`src/hw/rtl/pwre_pkg.sv`:
```
// Shared types and constants of the per-worker round-trip estimator.
// No dependencies; used by pwre_div and per_worker_rtt_rto_estimator.
`default_nettype none

package pwre_pkg;

  // field widths of the result item
  localparam int RTO_W  = 27;
  localparam int RATE_W = 20;

  // item modes
  localparam logic [1:0] MODE_SAMPLE  = 2'd0;
  localparam logic [1:0] MODE_TIMEOUT = 2'd1;
  localparam logic [1:0] MODE_QUERY   = 2'd2;

  // estimator constants
  localparam logic [RATE_W-1:0] RATE_NUM   = 20'd1000000;
  localparam logic [RATE_W-1:0] RATE_RESET = 20'd100000;
  localparam logic [RTO_W-1:0]  RTO_RESET  = 27'd200000;
  localparam logic [RTO_W-1:0]  RTO_MAX    = '1;
  localparam int unsigned       SEED_FLOOR = 50000;

  // input item
  typedef struct packed {
    logic [1:0]  mode;
    logic [3:0]  worker;
    logic [23:0] rtt_us;
  } req_t;

  // result item
  typedef struct packed {
    logic [RTO_W-1:0]  rto_us;
    logic [RATE_W-1:0] reqs_per_sec;
  } rsp_t;

endpackage

`default_nettype wire

```
`src/hw/rtl/per_worker_rtt_rto_estimator.sv`:
```
// Per-worker round-trip estimator: one entry per worker in a single RAM,
// read, updated and written back for each item; every item returns the
// entry's timeout and requests-per-second after its own update. A sample
// item goes through a RAM read, three update steps, the bit-serial divide
// for 1e6/srtt (20 quotient bits), then the write-back together with the
// result. Timeout and query items skip the third update step and the
// divide. The block returns to idle after each write-back and accepts the
// next item there. Items are handled one at a time; the next item is taken
// while a result still waits on rsp, and its write-back then waits until
// that result is taken.
// After reset a clearing pass loads the reset entry into every worker
// before the first item is accepted.
// Depends on pwre_pkg, pwre_ram and pwre_div.
`default_nettype none

module per_worker_rtt_rto_estimator #(
  parameter int NUM_WORKERS = 16,
  parameter int RTT_BITS    = 24
) (
  input  wire logic            clk,
  input  wire logic            rst,
  input  wire logic            req_valid,
  output logic                 req_ready,
  input  wire pwre_pkg::req_t  req,
  output logic                 rsp_valid,
  input  wire logic            rsp_ready,
  output pwre_pkg::rsp_t       rsp
);

  localparam int IW = (NUM_WORKERS > 1) ? $clog2(NUM_WORKERS) : 1;
  localparam int SW = (RTT_BITS > 24) ? RTT_BITS : 24;
  localparam int TW = (RTT_BITS + 3 > pwre_pkg::RTO_W) ? RTT_BITS + 3 : pwre_pkg::RTO_W + 1;
  localparam int AW = RTT_BITS + 6;
  localparam logic [RTT_BITS-1:0] RTT_MAX = '1;

  typedef struct packed {
    logic [RTT_BITS-1:0]         srtt;
    logic [RTT_BITS-1:0]         mdev;
    logic [RTT_BITS-1:0]         maxdev;
    logic [RTT_BITS-1:0]         rttvar;
    logic [pwre_pkg::RATE_W-1:0] rate;
    logic [pwre_pkg::RTO_W-1:0]  rto;
  } entry_t;

  typedef enum logic [2:0] {
    S_CLEAR, S_IDLE, S_READ, S_UPD1, S_UPD2, S_UPD3, S_DIV, S_WRITE
  } state_t;

  localparam entry_t RESET_ENTRY = '{
    srtt:   '0,
    mdev:   '0,
    maxdev: '0,
    rttvar: '0,
    rate:   pwre_pkg::RATE_RESET,
    rto:    pwre_pkg::RTO_RESET
  };

  // worker index modulo NUM_WORKERS, as a small constant table
  function automatic logic [IW-1:0] worker_mod(input logic [3:0] w);
    logic [IW-1:0] r;
    r = '0;
    for (int i = 0; i < 16; i++) begin
      if (w == 4'(i)) begin
        r = IW'(i % NUM_WORKERS);
      end
    end
    return r;
  endfunction

  state_t              state;
  logic [IW-1:0]       clr_cnt;
  logic [IW-1:0]       idx;
  logic [1:0]          mode;
  logic [RTT_BITS-1:0] x;
  entry_t              ent;
  logic [RTT_BITS-1:0] ad;
  logic [RTT_BITS-1:0] ns;
  logic                low;

  logic                req_fire;
  logic                out_free;
  logic                wr_en;
  logic [IW-1:0]       wr_addr;
  entry_t              wr_data;
  entry_t              rd_ent;

  logic [SW-1:0]       rtt_ext;
  logic [RTT_BITS-1:0] sample_sat;

  logic                neg;
  logic [RTT_BITS-1:0] ad_now;
  logic [RTT_BITS-1:0] q8;

  logic [AW-1:0]       acc31;
  logic [AW-1:0]       acc3;
  logic [RTT_BITS-1:0] nm;
  logic [RTT_BITS-1:0] half;
  logic [RTT_BITS-1:0] seed_dev;
  entry_t              ent_upd;

  logic [TW-1:0]       rto_sum;
  logic [pwre_pkg::RTO_W-1:0] rto_sat;
  logic                div_start;
  logic [RTT_BITS-1:0] div_dvs;
  logic                div_busy;
  logic                div_done;
  logic [pwre_pkg::RATE_W-1:0] div_quot;

  assign req_ready = (state == S_IDLE);
  assign req_fire  = req_valid && req_ready;
  assign out_free  = !rsp_valid || rsp_ready;

  // saturate the sample to the estimator width
  always_comb begin
    rtt_ext    = SW'(req.rtt_us);
    sample_sat = (rtt_ext > SW'(RTT_MAX)) ? RTT_MAX : RTT_BITS'(rtt_ext);
  end

  // first update step: difference, smoothed time, low-side compare
  always_comb begin
    neg    = x < rd_ent.srtt;
    ad_now = neg ? (rd_ent.srtt - x) : (x - rd_ent.srtt);
    q8     = ad_now >> 3;
  end

  // second update step: deviation, maximum deviation, variance; rate cut on a timeout
  always_comb begin
    acc31    = (AW'(ent.mdev) << 5) - AW'(ent.mdev) + AW'(ad);
    acc3     = (AW'(ent.mdev) << 1) + AW'(ent.mdev) + AW'(ad);
    nm       = low ? RTT_BITS'(acc31 >> 5) : RTT_BITS'(acc3 >> 2);
    half     = x >> 1;
    seed_dev = (half > RTT_BITS'(pwre_pkg::SEED_FLOOR)) ? half
                                                         : RTT_BITS'(pwre_pkg::SEED_FLOOR);
    ent_upd  = ent;
    if (mode == pwre_pkg::MODE_SAMPLE) begin
      if (ent.srtt == '0) begin
        ent_upd.srtt   = x;
        ent_upd.mdev   = half;
        ent_upd.maxdev = seed_dev;
        ent_upd.rttvar = seed_dev;
      end else begin
        ent_upd.srtt = ns;
        ent_upd.mdev = nm;
        if (nm > ent.maxdev) begin
          ent_upd.maxdev = nm;
          if (nm > ent.rttvar) begin
            ent_upd.rttvar = nm;
          end
        end
      end
    end else if (mode == pwre_pkg::MODE_TIMEOUT) begin
      ent_upd.rate = ent.rate >> 2;
    end
  end

  // third update step: timeout and divider launch
  always_comb begin
    rto_sum   = TW'(ent.srtt) + (TW'(ent.rttvar) << 2);
    rto_sat   = (rto_sum > TW'(pwre_pkg::RTO_MAX)) ? pwre_pkg::RTO_MAX
                                                   : pwre_pkg::RTO_W'(rto_sum);
    div_start = (state == S_UPD3);
    div_dvs   = (ent.srtt == '0) ? RTT_BITS'(1) : ent.srtt;
  end

  // RAM write port: clearing pass or write-back
  always_comb begin
    wr_en   = (state == S_CLEAR) || ((state == S_WRITE) && out_free);
    wr_addr = (state == S_CLEAR) ? clr_cnt : idx;
    wr_data = (state == S_CLEAR) ? RESET_ENTRY : ent;
  end

  pwre_ram #(
    .WIDTH ($bits(entry_t)),
    .DEPTH (NUM_WORKERS)
  ) u_ram (
    .clk     (clk),
    .wr_en   (wr_en),
    .wr_addr (wr_addr),
    .wr_data (wr_data),
    .rd_addr (idx),
    .rd_data (rd_ent)
  );

  pwre_div #(
    .DIV_W (RTT_BITS)
  ) u_div (
    .clk      (clk),
    .rst      (rst),
    .start    (div_start),
    .divisor  (div_dvs),
    .busy     (div_busy),
    .done     (div_done),
    .quotient (div_quot)
  );

  // sequencer, working registers and result register
  always_ff @(posedge clk) begin
    if (rst) begin
      state     <= S_CLEAR;
      clr_cnt   <= '0;
      rsp_valid <= 1'b0;
    end else begin
      // result valid: set by the write-back, cleared when taken
      if ((state == S_WRITE) && out_free) begin
        rsp_valid <= 1'b1;
      end else if (rsp_ready) begin
        rsp_valid <= 1'b0;
      end
      unique case (state)
        S_CLEAR: begin
          clr_cnt <= clr_cnt + IW'(1);
          if (clr_cnt == IW'(NUM_WORKERS - 1)) begin
            state <= S_IDLE;
          end
        end
        S_IDLE: begin
          if (req_fire) begin
            mode  <= req.mode;
            idx   <= worker_mod(req.worker);
            x     <= sample_sat;
            state <= S_READ;
          end
        end
        S_READ: begin
          state <= S_UPD1;
        end
        S_UPD1: begin
          ent   <= rd_ent;
          ad    <= ad_now;
          ns    <= neg ? (rd_ent.srtt - q8) : (rd_ent.srtt + q8);
          low   <= ({1'b0, x} + {1'b0, rd_ent.mdev}) < {1'b0, rd_ent.srtt};
          state <= S_UPD2;
        end
        S_UPD2: begin
          ent   <= ent_upd;
          state <= (mode == pwre_pkg::MODE_SAMPLE) ? S_UPD3 : S_WRITE;
        end
        S_UPD3: begin
          ent.rto <= rto_sat;
          state   <= S_DIV;
        end
        S_DIV: begin
          if (div_done) begin
            ent.rate <= div_quot;
            state    <= S_WRITE;
          end
        end
        S_WRITE: begin
          if (out_free) begin
            rsp.rto_us       <= ent.rto;
            rsp.reqs_per_sec <= ent.rate;
            state            <= S_IDLE;
          end
        end
      endcase
    end
  end

  // the divider runs only while the sequencer waits for it
  a_div_in_wait: assert property (@(posedge clk) disable iff (rst)
    div_busy |-> (state == S_DIV))
    else $error("divider busy outside its wait state");

  // no item is taken during the clearing pass
  a_no_accept_clear: assert property (@(posedge clk) disable iff (rst)
    (state == S_CLEAR) |-> !req_ready)
    else $error("item accepted during clearing pass");

  // a write-back is followed by a pending result
  a_wb_result: assert property (@(posedge clk) disable iff (rst)
    (wr_en && (state == S_WRITE)) |=> rsp_valid)
    else $error("write-back without result");

  // stored rate never exceeds the numerator
  a_rate_range: assert property (@(posedge clk) disable iff (rst)
    wr_en |-> (wr_data.rate <= pwre_pkg::RATE_NUM))
    else $error("rate estimate out of range");

endmodule

`default_nettype wire

```
`src/hw/rtl/pwre_ram.sv`:
```
// Generic single-write, single-read RAM with a registered read port.
// No dependencies.
`default_nettype none

module pwre_ram #(
  parameter int WIDTH = 32,
  parameter int DEPTH = 16
) (
  input  wire logic                                       clk,
  input  wire logic                                       wr_en,
  input  wire logic [((DEPTH > 1) ? $clog2(DEPTH) : 1)-1:0] wr_addr,
  input  wire logic [WIDTH-1:0]                           wr_data,
  input  wire logic [((DEPTH > 1) ? $clog2(DEPTH) : 1)-1:0] rd_addr,
  output logic      [WIDTH-1:0]                           rd_data
);

  logic [WIDTH-1:0] mem [DEPTH];

  // write port and registered read port
  always_ff @(posedge clk) begin
    if (wr_en) begin
      mem[wr_addr] <= wr_data;
    end
    rd_data <= mem[rd_addr];
  end

endmodule

`default_nettype wire

```
`src/hw/rtl/pwre_div.sv`:
```
// Restoring divider, one quotient bit per cycle: computes 1e6 / divisor.
// Depends on pwre_pkg for the numerator and the quotient width.
`default_nettype none

module pwre_div #(
  parameter int DIV_W = 24
) (
  input  wire logic                        clk,
  input  wire logic                        rst,
  input  wire logic                        start,
  input  wire logic [DIV_W-1:0]            divisor,
  output logic                             busy,
  output logic                             done,
  output logic [pwre_pkg::RATE_W-1:0]      quotient
);

  localparam int QW    = pwre_pkg::RATE_W;
  localparam int CNT_W = $clog2(QW + 1);

  logic [QW-1:0]    q;
  logic [DIV_W:0]   rem;
  logic [DIV_W-1:0] dvs;
  logic [CNT_W-1:0] cnt;

  logic [DIV_W:0]   rem_sh;
  logic             ge;
  logic [DIV_W:0]   rem_next;

  // one shift-subtract step
  always_comb begin
    rem_sh   = {rem[DIV_W-1:0], q[QW-1]};
    ge       = rem_sh >= {1'b0, dvs};
    rem_next = ge ? (rem_sh - {1'b0, dvs}) : rem_sh;
  end

  // iteration control and datapath
  always_ff @(posedge clk) begin
    if (rst) begin
      busy <= 1'b0;
      done <= 1'b0;
      cnt  <= '0;
    end else begin
      done <= 1'b0;
      if (start) begin
        q    <= pwre_pkg::RATE_NUM;
        rem  <= '0;
        dvs  <= divisor;
        cnt  <= '0;
        busy <= 1'b1;
      end else if (busy) begin
        rem <= rem_next;
        q   <= {q[QW-2:0], ge};
        cnt <= cnt + CNT_W'(1);
        if (cnt == CNT_W'(QW - 1)) begin
          busy <= 1'b0;
          done <= 1'b1;
        end
      end
    end
  end

  assign quotient = q;

endmodule

`default_nettype wire

```
`config.mk`:
```
export PLATFORM = sky130hd
export DESIGN_NAME = per_worker_rtt_rto_estimator
export DESIGN_NICKNAME = d
export VERILOG_FILES = /design/src/hw/rtl/pwre_pkg.sv /design/src/hw/rtl/per_worker_rtt_rto_estimator.sv /design/src/hw/rtl/pwre_ram.sv /design/src/hw/rtl/pwre_div.sv
export SDC_FILE = /design/constraint.sdc
export NUM_CORES = 2
export LEC_CHECK = 0
export ABC_CLOCK_PERIOD_IN_PS = 14200
export BUFFER_PORTS_ARGS = -buffer_cell sky130_fd_sc_hd__clkbuf_2
export CAP_MARGIN = 20
export CORE_MARGIN = 2
export CORE_UTILIZATION = 55
export CTS_CLUSTER_SIZE = 20
export DETAILED_ROUTE_END_ITERATION = 7
export PLACE_DENSITY = 0.82
export SETUP_SLACK_MARGIN = 0.1
export SYNTH_ARGS = -nofsm -noshare
export SYNTH_HDL_FRONTEND = slang
export SYNTH_SLANG_ARGS = --single-unit
```
`constraint.sdc`:
```
create_clock -name clk -period 14.2 [get_ports clk]
set_input_delay 2.84 -clock clk [delete_from_list [all_inputs] [get_ports clk]]
set_output_delay 2.84 -clock clk [all_outputs]
set_load 0.1 [all_outputs]
```
==> summary.md <==
| Metric | Value |
|---|---|
| Status | `completed` |
| Finished Cell Area | `128000 um^2` |
| H-Tree Depth | `5` |
| Grt ovf | `0` |
| Root buffer cell | `clkbuf_16` |
| Via density | `between 6 and 7` |
| Synthesized area per cell | `18.5 um^2` |
| GPL Wtd Cong | `0.965` |
| Cell variety after synth | `82` |
| Total I/O pin count | `83` |
| Post-synthesis cell area | `115000 um^2` |
| Nets@finish | `between 6000 and 7000` |
| Skew-Pair Late Insertion Delay | `950 ps` |
| Register area | `around 82000 um^2` |
| Post-synth EDFFs | `2625` |
| Clock Skews | `89.2 ps` |
| Leakage | `43.6 nW` |
| Layout cell share with drive strength beyond 1 | `between 20 and 25%` |
| Hold Crit Class | `reg -> reg` |
| P per Cell Area | `between 150 and 200 nW/um^2` |
| Die Y | `between 400 and 500 um` |
| WL final | `307000 um` |
| Synthesized flop and latch total | `2783` |
| Compound-cell area share of the yosys netlist | `a little over 4%` |
| Post-synthesis adder-cell area fraction | `3.76%` |
| CP Class | `reg -> reg` |
| Post-synthesis cell count | `~6300` |
| Die X | `between 400 and 500 um` |
| CORE AREA | `209000 um^2` |
| Setup crit end kind | `flop` |
| Per-cell routed wire length | `32.6 um` |
| Post-CTS Resized | `0` |
| Initial Utilization | `55.2%` |
| Mux cell area share after synthesis | `14.2%` |
| Fillers | `13800` |
| CTS tree | `built` |
| Hpwl dp | `170000 um` |
| Top_reg_cell synth | `edfxtp_1` |
| Postcts setup bufs | `0` |
| First-pass GRT wire length | `443000 um` |
| Row count | `between 150 and 200` |
| DP Area | `119000 um^2` |
| Die Area | `213000 um^2` |
| ANT nets after route | `0` |
| RSZ-0062 raised after global routing | `false` |
| Ys async rst share | `0%` |
| Vias | `63000` |
| Gr usage total | `a little under 30%` |
| Register clock-pin slew on the reported worst setup and hold paths | `60 ps` |
| Post-Synth XOR/XNOR Area | `1.23%` |
| CTS Hold Bufs | `0` |
| IO Port Bufs | `82` |
| # DRC | `0` |
| CP arrival | `8530 ps` |
| Max Freq | `between 0.1 and 0.15 GHz` |
| Final Hold Viols | `0` |
| Synth-to-layout area growth | `11.2%` |
| Max-Cap Viols | `0` |
| Clock Tree Buf Depth | `4` |
| Initial antenna violation count | `11` |
| Sequential area share after synthesis | `between 70 and 80%` |
| Pins Over Slew Limit | `0` |
| CTS Buf Count | `282` |
| Worst relative slew slack | `between 20% and 30%` |
| Endpoints failing setup | `0` |
| Number of global-route vias before repair | `63700` |
| Largest family of logic cells by synthesized area | `multiplexers` |
| Peak supply drop | `0.222 mV` |
| Largest net degree at the start of global routing | `141` |
| Yosys warning total | `0` |
| CP required | `around 15000 ps` |
| CP startpoint kind | `flop` |
| DR iter-0 viols | `roughly 9600` |
| Fin crit share | `55.5%` |
| Clock sinks | `2783` |
| Post-Synth Simple-Gate Area | `just under 4%` |
| DR pass1 iterations | `6` |
| Multi-input logic area | `31500 um^2` |
| Final Critical Period | `7880 ps` |
| Setup_tns | `0 ps` |
| Slew @ Worst Pin | `1190 ps` |
| Syn_nets | `6601` |
| Critical Path Fanout Max | `31` |
[metal layers]
metal / track usage (%) / wire length (um)
met2: 46.8 / 150000
met4: 12.9 / 15100
met3: 6.10 / 32800
met5: 0 / 48
met1: 38.1 / 109000
[cell families after synthesis]
family,Yosys count
DFF,2783
and+or+nand+nor,950
muxes,753
AOI/OAI and AO/OA,720
buffers and inverters,566
adders and majority gates,317
xor gates and xnor gates,161
[synthesized netlist by cell type, types with 16 or more instances]
master	number	area, um^2
a211oi_1	42	315
a21o_1	71	533
a21oi_1	174	871
a31oi_1	50	313
and2_1	89	557
and3_1	17	106
buf_1	71	267
clkbuf_1	238	893
dfxtp_1	158	3160
edfxtp_1	2625	78800
fa_1	49	981
ha_1	268	3350
inv_1	245	920
mux2i_1	43	430
mux4_2	705	15900
nand2_1	283	1060
nand2b_1	57	357
nand3_1	60	300
nand4_1	26	163
nor2_1	272	1020
nor2b_1	33	206
nor3_1	48	240
o211ai_1	16	120
o21a_1	45	338
o21ai_0	175	876
or3_1	19	119
xnor2_1	106	928
xor2_1	54	473
[layout by cell type (no fill, tap or decap), types with 18 or more instances in the layout]
| cell | n |
|---|---|
| nand2_1 | 282 |
| nand2b_1 | 57 |
| and2_1 | 89 |
| mux2i_1 | 43 |
| a31oi_1 | 48 |
| a21o_1 | 71 |
| inv_1 | 244 |
| clkbuf_8 | 26 |
| nand4_1 | 26 |
| xor2_1 | 54 |
| dfxtp_1 | 157 |
| or3_1 | 18 |
| edfxtp_1 | 2625 |
| fa_1 | 49 |
| mux4_2 | 705 |
| ha_1 | 268 |
| o21a_1 | 45 |
| buf_4 | 99 |
| a211oi_1 | 42 |
| nor2b_1 | 33 |
| a21oi_1 | 172 |
| bufinv_16 | 21 |
| clkbuf_16 | 290 |
| nor3_1 | 47 |
| clkinv_1 | 29 |
| nor2_4 | 21 |
| nand3_1 | 59 |
| clkinv_2 | 31 |
| clkbuf_1 | 70 |
| xnor2_1 | 106 |
| o21ai_0 | 174 |
| nor2_1 | 249 |
| clkbuf_2 | 82 |
[cell type report]
cell class,count,share of cell area (%)
clock buffers,386,6.14
inverters,245,0.717
flip-flops and latches,2783,63.9
clock inverters,102,0.844
diodes,4,0.00780
multi-input cells,2901,24.5
repair buffers,194,1.10
well taps,2805,2.74
[sequential cells by signal, indices dropped and copies added, names as in the netlist, 5 cells and up]
name	count
u_div.rem	24
u_ram.rd_data	143
ad	24
u_div.dvs	24
u_div.cnt	5
u_ram.mem	2288
ns	24
x	24
u_div.quotient	20
ent	143
rsp	47
[final timing paths]
path | from | to | slack, ps | depth (start not counted)
worst max-delay path | x[21]$_SDFFCE_PN1P_ | ns[23]$_DFFE_PP_ | 6320 | 26
worst min-delay path | ent[0]$_DFFE_PP_ | rsp[20]$_DFFE_PP_ | 440 | 0
worst max register to register | x[21]$_SDFFCE_PN1P_ | ns[23]$_DFFE_PP_ | 6320 | 26
worst min register to register | ent[0]$_DFFE_PP_ | rsp[20]$_DFFE_PP_ | 440 | 0
[per-stage QoR]
step | worst slack, ps | power [W] | hold slack, ps | utilization, % | std cells
floorplan | 4180 | 0.0133 | 417 | - | 6250
global placement | 6230 | 0.0143 | 428 | 57.1 | 8923
detailed placement | 6390 | 0.0145 | 426 | 57.1 | 8923
CTS | 6350 | 0.0219 | 443 | 61.4 | 9411
global route | 5750 | 0.0225 | 465 | 61.4 | 9418
finish | 6320 | 0.0219 | 441 | 61.4 | 9420
[critical path, stage by stage (launching register included)]
cell and delay [ps]:
edfxtp_1 520, inv_1 80, ha_1 420, a21oi_1 160
nor2_1 60, a211oi_1 470, o2111ai_1 330, o21ai_4 400
buf_4 470, mux2i_1 270, xor2_1 190, or4_1 570
or2_1 320, o21ai_0 230, xnor2_1 150, ha_1 310
nand2_1 90, nor3_1 40, a2111oi_0 400, buf_4 210
a211oi_1 80, or3_1 400, o31ai_1 320, o21ai_0 240
o41ai_1 470, o21ai_0 230, xnor2_1 180
[report_power, final]
group | leakage (nW) | internal, W | switching, W | total, W
Combinational | 13.7 | 0.00109 | 0.00245 | 0.00354
Clock | 4.37 | 0.00427 | 0.00309 | 0.00736
Sequential | 25.5 | 0.0106 | 0.000340 | 0.0110
Total | 43.6 | 0.0160 | 0.00588 | 0.0219
No activity file was read; power rests on OpenSTA's default activity.
